--- src/sv/dtn_pkg.sv ---
// Shared types, constants and helper functions of the date/time normalizer.
package dtn_pkg;

    // Reciprocal division: q = (a * M) >> RECIP_SHIFT, exact for a < 2^18.
    localparam int RECIP_SHIFT = 24;
    localparam int OPND_W      = 18;
    localparam int RECIP_W     = 21;
    localparam int QUOT_W      = 12;

    localparam logic [RECIP_W-1:0] RECIP_60 = 21'd279621;
    localparam logic [RECIP_W-1:0] RECIP_24 = 21'd699051;
    localparam logic [RECIP_W-1:0] RECIP_12 = 21'd1398102;
    localparam logic [RECIP_W-1:0] RECIP_25 = 21'd671089;

    // Offsets that make each dividend non-negative; each is a multiple of its divisor, but MON_OFS is one less.
    localparam logic [OPND_W-1:0] MIN_OFS  = 18'd65580;   // 60 * 1093
    localparam logic [OPND_W-1:0] HOUR_OFS = 18'd5208;    // 24 * 217
    localparam logic [OPND_W-1:0] MON_OFS  = 18'd4103;    // 12 * 342, less one for month base
    localparam logic [OPND_W-1:0] YEAR_OFS = 18'd16750;   // 25 * 670

    localparam logic [13:0] MIN_QBIAS  = 14'd1093;
    localparam logic [13:0] HOUR_QBIAS = 14'd217;
    localparam logic [15:0] MON_QBIAS  = 16'd342;

    localparam logic [3:0] MONTH_JAN = 4'd1;
    localparam logic [3:0] MONTH_DEC = 4'd12;
    localparam logic [4:0] MOD25_MAX = 5'd24;

    typedef enum logic [3:0] {
        OP_NONE,
        OP_DIV_MIN,
        OP_FIX_MIN,
        OP_DIV_HOUR,
        OP_FIX_HOUR,
        OP_DIV_MON,
        OP_FIX_MON,
        OP_DIV_YEAR,
        OP_FIX_YEAR,
        OP_FOLD
    } dtn_op_t;

    typedef struct packed {
        logic    load;
        logic    store;
        dtn_op_t op;
    } dtn_cmd_t;

    typedef struct packed {
        logic fold_done;
    } dtn_stat_t;

    function automatic logic [QUOT_W-1:0] recip_quot(input logic [OPND_W-1:0] a,
                                                     input logic [RECIP_W-1:0] m);
        logic [OPND_W+RECIP_W-1:0] prod;
        prod = {{RECIP_W{1'b0}}, a} * {{OPND_W{1'b0}}, m};
        return prod[RECIP_SHIFT+QUOT_W-1:RECIP_SHIFT];
    endfunction

    function automatic logic [4:0] month_len(input logic [3:0] mon, input logic leap);
        logic [4:0] len;
        unique case (mon)
            4'd2:                      len = leap ? 5'd29 : 5'd28;
            4'd4, 4'd6, 4'd9, 4'd11:   len = 5'd30;
            default:                   len = 5'd31;
        endcase
        return len;
    endfunction

endpackage

--- src/sv/dtn_datapath.sv ---
// Datapath: field registers, reciprocal divider, month fold and result register.
module dtn_datapath
    import dtn_pkg::*;
(
    input  logic                clk,
    input  dtn_cmd_t            cmd,
    output dtn_stat_t           stat,
    input  logic signed [14:0]  year_in,
    input  logic signed [12:0]  month_in,
    input  logic signed [12:0]  day_in,
    input  logic signed [12:0]  hour_in,
    input  logic signed [16:0]  minute_in,
    output logic signed [15:0]  year_out,
    output logic        [3:0]   month_out,
    output logic        [4:0]   day_out,
    output logic        [4:0]   hour_out,
    output logic        [5:0]   minute_out
);

    logic [15:0] year_reg;
    logic [12:0] mon_reg;
    logic [13:0] day_reg;
    logic [13:0] hour_reg;
    logic [16:0] min_reg;
    logic [4:0]  y25_reg;
    logic [QUOT_W-1:0] q_reg;

    logic [15:0] year_out_reg;
    logic [3:0]  month_out_reg;
    logic [4:0]  day_out_reg;
    logic [4:0]  hour_out_reg;
    logic [5:0]  minute_out_reg;

    logic [OPND_W-1:0]  opnd;
    logic [RECIP_W-1:0] recip;
    logic [5:0]         divisor;
    logic [OPND_W-1:0]  rem;
    logic [OPND_W-1:0]  q_times_d;

    logic [3:0]  mon;
    logic [3:0]  prev_mon;
    logic        leap;
    logic [4:0]  len_cur;
    logic [4:0]  len_prev;
    logic        step_fwd;
    logic        step_back;

    // dividend and divisor selection, same for both phases of one division
    always_comb
    begin
        opnd    = '0;
        recip   = RECIP_60;
        divisor = 6'd60;
        unique case (cmd.op)
            OP_DIV_MIN, OP_FIX_MIN:
            begin
                opnd    = {min_reg[16], min_reg} + MIN_OFS;
                recip   = RECIP_60;
                divisor = 6'd60;
            end
            OP_DIV_HOUR, OP_FIX_HOUR:
            begin
                opnd    = {{4{hour_reg[13]}}, hour_reg} + HOUR_OFS;
                recip   = RECIP_24;
                divisor = 6'd24;
            end
            OP_DIV_MON, OP_FIX_MON:
            begin
                opnd    = {{5{mon_reg[12]}}, mon_reg} + MON_OFS;
                recip   = RECIP_12;
                divisor = 6'd12;
            end
            OP_DIV_YEAR, OP_FIX_YEAR:
            begin
                opnd    = {{2{year_reg[15]}}, year_reg} + YEAR_OFS;
                recip   = RECIP_25;
                divisor = 6'd25;
            end
            default:
            begin
                opnd    = '0;
            end
        endcase
    end

    assign q_times_d = {{(OPND_W-QUOT_W){1'b0}}, q_reg} * {{(OPND_W-6){1'b0}}, divisor};
    assign rem       = opnd - q_times_d;

    // month fold; Feb only matters in the current year, Jan's predecessor is Dec
    assign mon       = mon_reg[3:0];
    assign prev_mon  = (mon == MONTH_JAN) ? MONTH_DEC : mon - 4'd1;
    assign leap      = (year_reg[1:0] == 2'b00) && ((y25_reg != 5'd0) || (year_reg[3:0] == 4'd0));
    assign len_cur   = month_len(mon, leap);
    assign len_prev  = month_len(prev_mon, leap);
    assign step_fwd  = $signed(day_reg) > $signed({9'b0, len_cur});
    assign step_back = day_reg[13] || (day_reg == 14'd0);

    assign stat.fold_done = !step_fwd && !step_back;

    always_ff @(posedge clk)
    begin
        if (cmd.load)
        begin
            year_reg <= {year_in[14], year_in};
            mon_reg  <= month_in;
            day_reg  <= {day_in[12], day_in};
            hour_reg <= {hour_in[12], hour_in};
            min_reg  <= minute_in;
        end
        else
        begin
            unique case (cmd.op)
                OP_DIV_MIN, OP_DIV_HOUR, OP_DIV_MON, OP_DIV_YEAR:
                begin
                    q_reg <= recip_quot(opnd, recip);
                end
                OP_FIX_MIN:
                begin
                    min_reg  <= rem[16:0];
                    hour_reg <= hour_reg + {2'b0, q_reg} - MIN_QBIAS;
                end
                OP_FIX_HOUR:
                begin
                    hour_reg <= rem[13:0];
                    day_reg  <= day_reg + {2'b0, q_reg} - HOUR_QBIAS;
                end
                OP_FIX_MON:
                begin
                    mon_reg  <= rem[12:0] + 13'd1;
                    year_reg <= year_reg + {4'b0, q_reg} - MON_QBIAS;
                end
                OP_FIX_YEAR:
                begin
                    y25_reg <= rem[4:0];
                end
                OP_FOLD:
                begin
                    if (step_fwd)
                    begin
                        day_reg <= day_reg - {9'b0, len_cur};
                        if (mon == MONTH_DEC)
                        begin
                            mon_reg  <= {9'b0, MONTH_JAN};
                            year_reg <= year_reg + 16'd1;
                            y25_reg  <= (y25_reg == MOD25_MAX) ? 5'd0 : y25_reg + 5'd1;
                        end
                        else
                        begin
                            mon_reg <= {9'b0, mon + 4'd1};
                        end
                    end
                    else if (step_back)
                    begin
                        day_reg <= day_reg + {9'b0, len_prev};
                        mon_reg <= {9'b0, prev_mon};
                        if (mon == MONTH_JAN)
                        begin
                            year_reg <= year_reg - 16'd1;
                            y25_reg  <= (y25_reg == 5'd0) ? MOD25_MAX : y25_reg - 5'd1;
                        end
                    end
                end
                default:
                begin
                end
            endcase
        end

        if (cmd.store)
        begin
            year_out_reg   <= year_reg;
            month_out_reg  <= mon;
            day_out_reg    <= day_reg[4:0];
            hour_out_reg   <= hour_reg[4:0];
            minute_out_reg <= min_reg[5:0];
        end
    end

    assign year_out   = $signed(year_out_reg);
    assign month_out  = month_out_reg;
    assign day_out    = day_out_reg;
    assign hour_out   = hour_out_reg;
    assign minute_out = minute_out_reg;

endmodule

--- src/sv/dtn_ctrl.sv ---
// Controller: sequences the carries, the month fold and the output handshake.
module dtn_ctrl
    import dtn_pkg::*;
(
    input  logic      clk,
    input  logic      rst_n,
    input  logic      in_valid,
    output logic      in_ready,
    output logic      out_valid,
    input  logic      out_ready,
    output dtn_cmd_t  cmd,
    input  dtn_stat_t stat
);

    typedef enum logic [3:0] {
        ST_IDLE,
        ST_DIV_MIN,
        ST_FIX_MIN,
        ST_DIV_HOUR,
        ST_FIX_HOUR,
        ST_DIV_MON,
        ST_FIX_MON,
        ST_DIV_YEAR,
        ST_FIX_YEAR,
        ST_FOLD
    } state_t;

    state_t state_reg;
    state_t state_next;
    logic   out_valid_reg;
    logic   store;

    assign in_ready  = (state_reg == ST_IDLE);
    assign out_valid = out_valid_reg;
    assign store     = (state_reg == ST_FOLD) && stat.fold_done && (!out_valid_reg || out_ready);

    always_comb
    begin
        cmd.load  = in_valid && (state_reg == ST_IDLE);
        cmd.store = store;
        unique case (state_reg)
            ST_DIV_MIN:  cmd.op = OP_DIV_MIN;
            ST_FIX_MIN:  cmd.op = OP_FIX_MIN;
            ST_DIV_HOUR: cmd.op = OP_DIV_HOUR;
            ST_FIX_HOUR: cmd.op = OP_FIX_HOUR;
            ST_DIV_MON:  cmd.op = OP_DIV_MON;
            ST_FIX_MON:  cmd.op = OP_FIX_MON;
            ST_DIV_YEAR: cmd.op = OP_DIV_YEAR;
            ST_FIX_YEAR: cmd.op = OP_FIX_YEAR;
            ST_FOLD:     cmd.op = OP_FOLD;
            default:     cmd.op = OP_NONE;
        endcase
    end

    always_comb
    begin
        unique case (state_reg)
            ST_IDLE:     state_next = in_valid ? ST_DIV_MIN : ST_IDLE;
            ST_DIV_MIN:  state_next = ST_FIX_MIN;
            ST_FIX_MIN:  state_next = ST_DIV_HOUR;
            ST_DIV_HOUR: state_next = ST_FIX_HOUR;
            ST_FIX_HOUR: state_next = ST_DIV_MON;
            ST_DIV_MON:  state_next = ST_FIX_MON;
            ST_FIX_MON:  state_next = ST_DIV_YEAR;
            ST_DIV_YEAR: state_next = ST_FIX_YEAR;
            ST_FIX_YEAR: state_next = ST_FOLD;
            ST_FOLD:     state_next = store ? ST_IDLE : ST_FOLD;
            default:     state_next = ST_IDLE;
        endcase
    end

    always_ff @(posedge clk or negedge rst_n)
    begin
        if (!rst_n)
        begin
            state_reg     <= ST_IDLE;
            out_valid_reg <= 1'b0;
        end
        else
        begin
            state_reg <= state_next;
            if (store)
            begin
                out_valid_reg <= 1'b1;
            end
            else if (out_ready)
            begin
                out_valid_reg <= 1'b0;
            end
        end
    end

endmodule

--- src/sv/date_time_normalizer_top.sv ---
// Each beat runs the minute, hour and month carries and the year mod-25 step, then the month fold over
// N months (N = 0..~143); the fold loop steps one month per cycle until the day fits its month.
// Input is taken only in idle; a finished result waits in the output register meanwhile.
// Reset (rst_n, async, active low) clears the controller state and the output valid.
// Payload registers are not reset; no state carries from one beat to the next.
// Carries use constant-reciprocal multiplies: the quotient first, then the remainder.
module date_time_normalizer_top
    import dtn_pkg::*;
(
    input  logic        clk,
    input  logic        rst_n,
    // input beat
    input  logic        s_tvalid,
    output logic        s_tready,
    input  logic [71:0] s_tdata,   // year_in[14:0], month_in[27:15], day_in[40:28],
                                   // hour_in[53:41], minute_in[70:54], pad[71]
    // result beat
    output logic        m_tvalid,
    input  logic        m_tready,
    output logic [39:0] m_tdata    // year_out[15:0], month_out[19:16], day_out[24:20],
                                   // hour_out[29:25], minute_out[35:30], zero pad[39:36]
);

    dtn_cmd_t  cmd;
    dtn_stat_t stat;

    logic signed [15:0] year_out;
    logic        [3:0]  month_out;
    logic        [4:0]  day_out;
    logic        [4:0]  hour_out;
    logic        [5:0]  minute_out;

    // control: step sequence, fold termination, output valid
    dtn_ctrl u_ctrl (
        .clk       (clk),
        .rst_n     (rst_n),
        .in_valid  (s_tvalid),
        .in_ready  (s_tready),
        .out_valid (m_tvalid),
        .out_ready (m_tready),
        .cmd       (cmd),
        .stat      (stat)
    );

    // datapath: fields unpacked straight from the input beat
    dtn_datapath u_datapath (
        .clk        (clk),
        .cmd        (cmd),
        .stat       (stat),
        .year_in    ($signed(s_tdata[14:0])),
        .month_in   ($signed(s_tdata[27:15])),
        .day_in     ($signed(s_tdata[40:28])),
        .hour_in    ($signed(s_tdata[53:41])),
        .minute_in  ($signed(s_tdata[70:54])),
        .year_out   (year_out),
        .month_out  (month_out),
        .day_out    (day_out),
        .hour_out   (hour_out),
        .minute_out (minute_out)
    );

    assign m_tdata = {4'b0, minute_out, hour_out, day_out, month_out, year_out};

endmodule

--- config.mk ---
export PLATFORM = sky130hd
export DESIGN_NAME = date_time_normalizer_top
export DESIGN_NICKNAME = d
export VERILOG_FILES = /design/src/sv/dtn_pkg.sv /design/src/sv/dtn_datapath.sv /design/src/sv/dtn_ctrl.sv /design/src/sv/date_time_normalizer_top.sv
export SDC_FILE = /design/constraint.sdc
export NUM_CORES = 1
export LEC_CHECK = 0
export ABC_AREA = 1
export BUFFER_PORTS_ARGS = -buffer_cell sky130_fd_sc_hd__buf_2
export CORE_MARGIN = 4
export CORE_UTILIZATION = 28
export DETAILED_ROUTE_END_ITERATION = 10
export GPL_TIMING_DRIVEN = 0
export SETUP_SLACK_MARGIN = 0.3
export SLEW_MARGIN = 20
export SYNTH_ARGS = -nofsm -noshare
export SYNTH_HDL_FRONTEND = slang
export SYNTH_SLANG_ARGS = --single-unit
--- constraint.sdc ---
create_clock -name clk -period 10 [get_ports clk]
set_input_delay 0.5 -clock clk [delete_from_list [all_inputs] [get_ports clk]]
set_output_delay 0.5 -clock clk [all_outputs]
set_load 0.02 [all_outputs]
==> out/qor.csv <==
metric,value,unit
port_buffers,112,
clk_pin_slew,0.06,ns
root_buffer,clkbuf_16,
dp_cells,4169,
postPlaceCellArea,0.0259,mm2
post_cts_resized,0,
yosys_warnings,0,
drc,0,
worstMarginPinSlew,1.13,ns
postCtsSetupBuffers,0,
drtAntennaViolNets,0,
pwr-share-comb,2.6,%
drt_iter0_markers,1486,
layout-drive-gt1-share,7.24,%
die_w,300,um
clock_latency,0.47,ns
grt_pass1_wl,121000,um
critPathArrivalTime,9.29,ns
nets,3731,
cpMostUsedCell,inv_1,
dp_hpwl,68600,um
hp-start,m_tready,
antenna_found_initial,2,
worstReg2RegStart,u_ctrl.state_reg[1]$_DFF_PN0_,
netlist.area_leader.share,29.0,%
setup_viol,0,
vdd_drop_max,0.000109,V
grt_pass1_vias,20175,
grt_setup_unrepaired,no,
post-route-min-period,9.10,ns
worst_r2r_path_depth,33,
finalHoldViolCount,0,
swShare,23.0,%
antenna_cells,0,
yosysTopAreaCell,fa_1,
fp.coreArea,0.0840,mm2
cell_internal_pwr,1.01,mW
hold_end,u_ctrl.out_valid$_DFFE_PN0P_,
globalplace.congestion,0.986,
die_h,300,um
skew,0.0183,ns
path_max_fanout,10,
grt_max_degree,27,
fin_area,0.0265,mm2
p_seq_share,45.6,%
wl,79800,um
synthFlopType,edfxtp_1,
cap_violations,0,
setup_tns,0,ns
avgSynthCellArea,8.17,um2
fillers,8915,
cts_made_buffers,17,
power.switching,301,uW
required,10.19,ns
drt-wirelength-per-cell,19.0,um
holdPathStages,2,
fmax,110,MHz
initial_core_util,28.4,%
die-area,0.0897,mm2
grt_usage,17.9,%
cp-end-kind,flop,
cts.sinks,132,
min_period_over_period,91.0,%
ys_types,55,
slowest_stage,a21oi_1,
final_cell_count_no_fill,4202,
critPathMaxStageDelay,0.80,ns
clkPwrFrac,51.8,%
io_pins,118,
first_pass_iters,5,
rr_endpoint,u_datapath.q_reg[8]$_DFFE_PP_,
status,"complete, no violations",
num_vias,20003,
min_path_type,input port to flop,
cts_hold_buf,1,
synth_area,0.0238,mm2
ys_ff_latch,132,
yosys-top-cells-count,"775 x inv_1, 428 x nand2_1, 345 x fa_1",
dp_slack,1.13,ns
overflow,0,
async_reset_ff_share,3.79,%
area_growth,11.4,%
viasPerCell,4.76,
htreeDepth,4,
start_kind,flop,
synth_edf_count,127,
clockBufferDepth,2,
tritoncts,yes,
maxSlewViolCount,0,
p_leak,13.9,nW
yosys-top-cells-area,"fa_1 29%, edfxtp_1 16%, ha_1 13%",
synth_most_common_cell,inv_1,
rows,106,
path_class,flop to flop,
relSlewSlack,24.0,%
setup_slack,0.895,ns
reg2reg_slack,0.90,ns
p_per_area,49.3,mW/mm2
ys_seq_area_share,16.5,%
largest_reg_flops,17,
synth_cells,2912,
[worst max-delay path by stage]
stage,startpoint,endpoint,slack [ns],depth (start not counted)
final,u_ctrl.state_reg[1]$_DFF_PN0_,u_datapath.q_reg[8]$_DFFE_PP_,0.90,33
after global routing,u_ctrl.state_reg[1]$_DFF_PN0_,u_datapath.q_reg[8]$_DFFE_PP_,0.50,31
after CTS,u_ctrl.state_reg[1]$_DFF_PN0_,u_datapath.q_reg[0]$_DFFE_PP_,1.08,29
after detailed placement,u_ctrl.state_reg[1]$_DFF_PN0_,u_datapath.q_reg[10]$_DFFE_PP_,1.13,31
after global placement,u_ctrl.state_reg[1]$_DFF_PN0_,u_datapath.q_reg[10]$_DFFE_PP_,0.67,31
after floorplan,u_datapath.mon_reg[0]$_DFFE_PP_,u_datapath.q_reg[8]$_DFFE_PP_,2.86,33
[logic make-up after synthesis]
kind of cell / share of synthesized area (%)
muxes: 0.0421
buffers and inverters: 13.1
and+or+nand+nor: 15.9
xor gates and xnor gates: 2.35
other: 0.0316
adders and majority gates: 42.4
DFF: 16.5
AOI/OAI and AO/OA: 9.52
[power by group through the flow]
stage / logic [mW] / clock network, mW / registers, mW
detailed placement: 0.0336 / 0 / 0.609
CTS: 0.0345 / 0.688 / 0.597
floorplan: 0.0106 / 0 / 0.609
global route: 0.0376 / 0.708 / 0.597
finish: 0.0344 / 0.677 / 0.597
global placement: 0.0340 / 0 / 0.609
[cell usage in the layout, fill, tap and decap left out, drive strengths merged, types with 4 or more instances in the layout]
master,n
o311ai,4
clkinvlp,5
nor3,42
inv,788
clkbuf,41
o21bai,10
fa,345
conb,9
edfxtp,127
nand3,119
nor2,223
ha,255
nand4,22
nor4,4
o211ai,10
nand2,441
xnor2,23
a211oi,4
a21oi,165
o21a,7
a31oi,30
nand3b,6
o2111ai,5
buf,133
xor2,41
a21o,7
o31ai,6
dfrtp,5
clkinv,5
or2,21
o21ai,143
o221ai,6
[metal layers]
metal	track usage, %	vias up	routed length [um]
met4	4.47	0	1690
met3	2.55	84	5490
met1	24.6	9804	35300
li1	-	9365	-
met5	0	-	0
met2	29.7	750	37300
[per-stage QoR]
step	util [%]	hold WS, ns	total power, mW
finish	31.6	0.229	1.31
global route	31.6	0.225	1.34
CTS	31.6	0.202	1.32
detailed placement	30.8	0.336	0.642
global placement	30.7	0.337	0.643
floorplan	-	0.204	0.619
[critical path, delay by kind of cell (launching register included)]
family	cells	cell delay, ns
compound gates	3	1.00
fa+ha+maj	7	3.38
simple gates	10	2.10
buf+inv	12	1.48
flops	1	0.45
xor+xnor	1	0.43
[area by class of cell]
class | count | area (um2) | area share, %
Multi-Input combinational cell | 1960 | 16800 | 63.4
Sequential cell | 132 | 3940 | 14.9
Inverter | 787 | 2950 | 11.1
Tap cell | 1134 | 1420 | 5.35
Timing Repair Buffer | 117 | 617 | 2.33
Clock buffer | 18 | 429 | 1.62
Clock inverter | 14 | 176 | 0.665
Buffer | 40 | 173 | 0.651
Power figures use the tool's default switching activity.
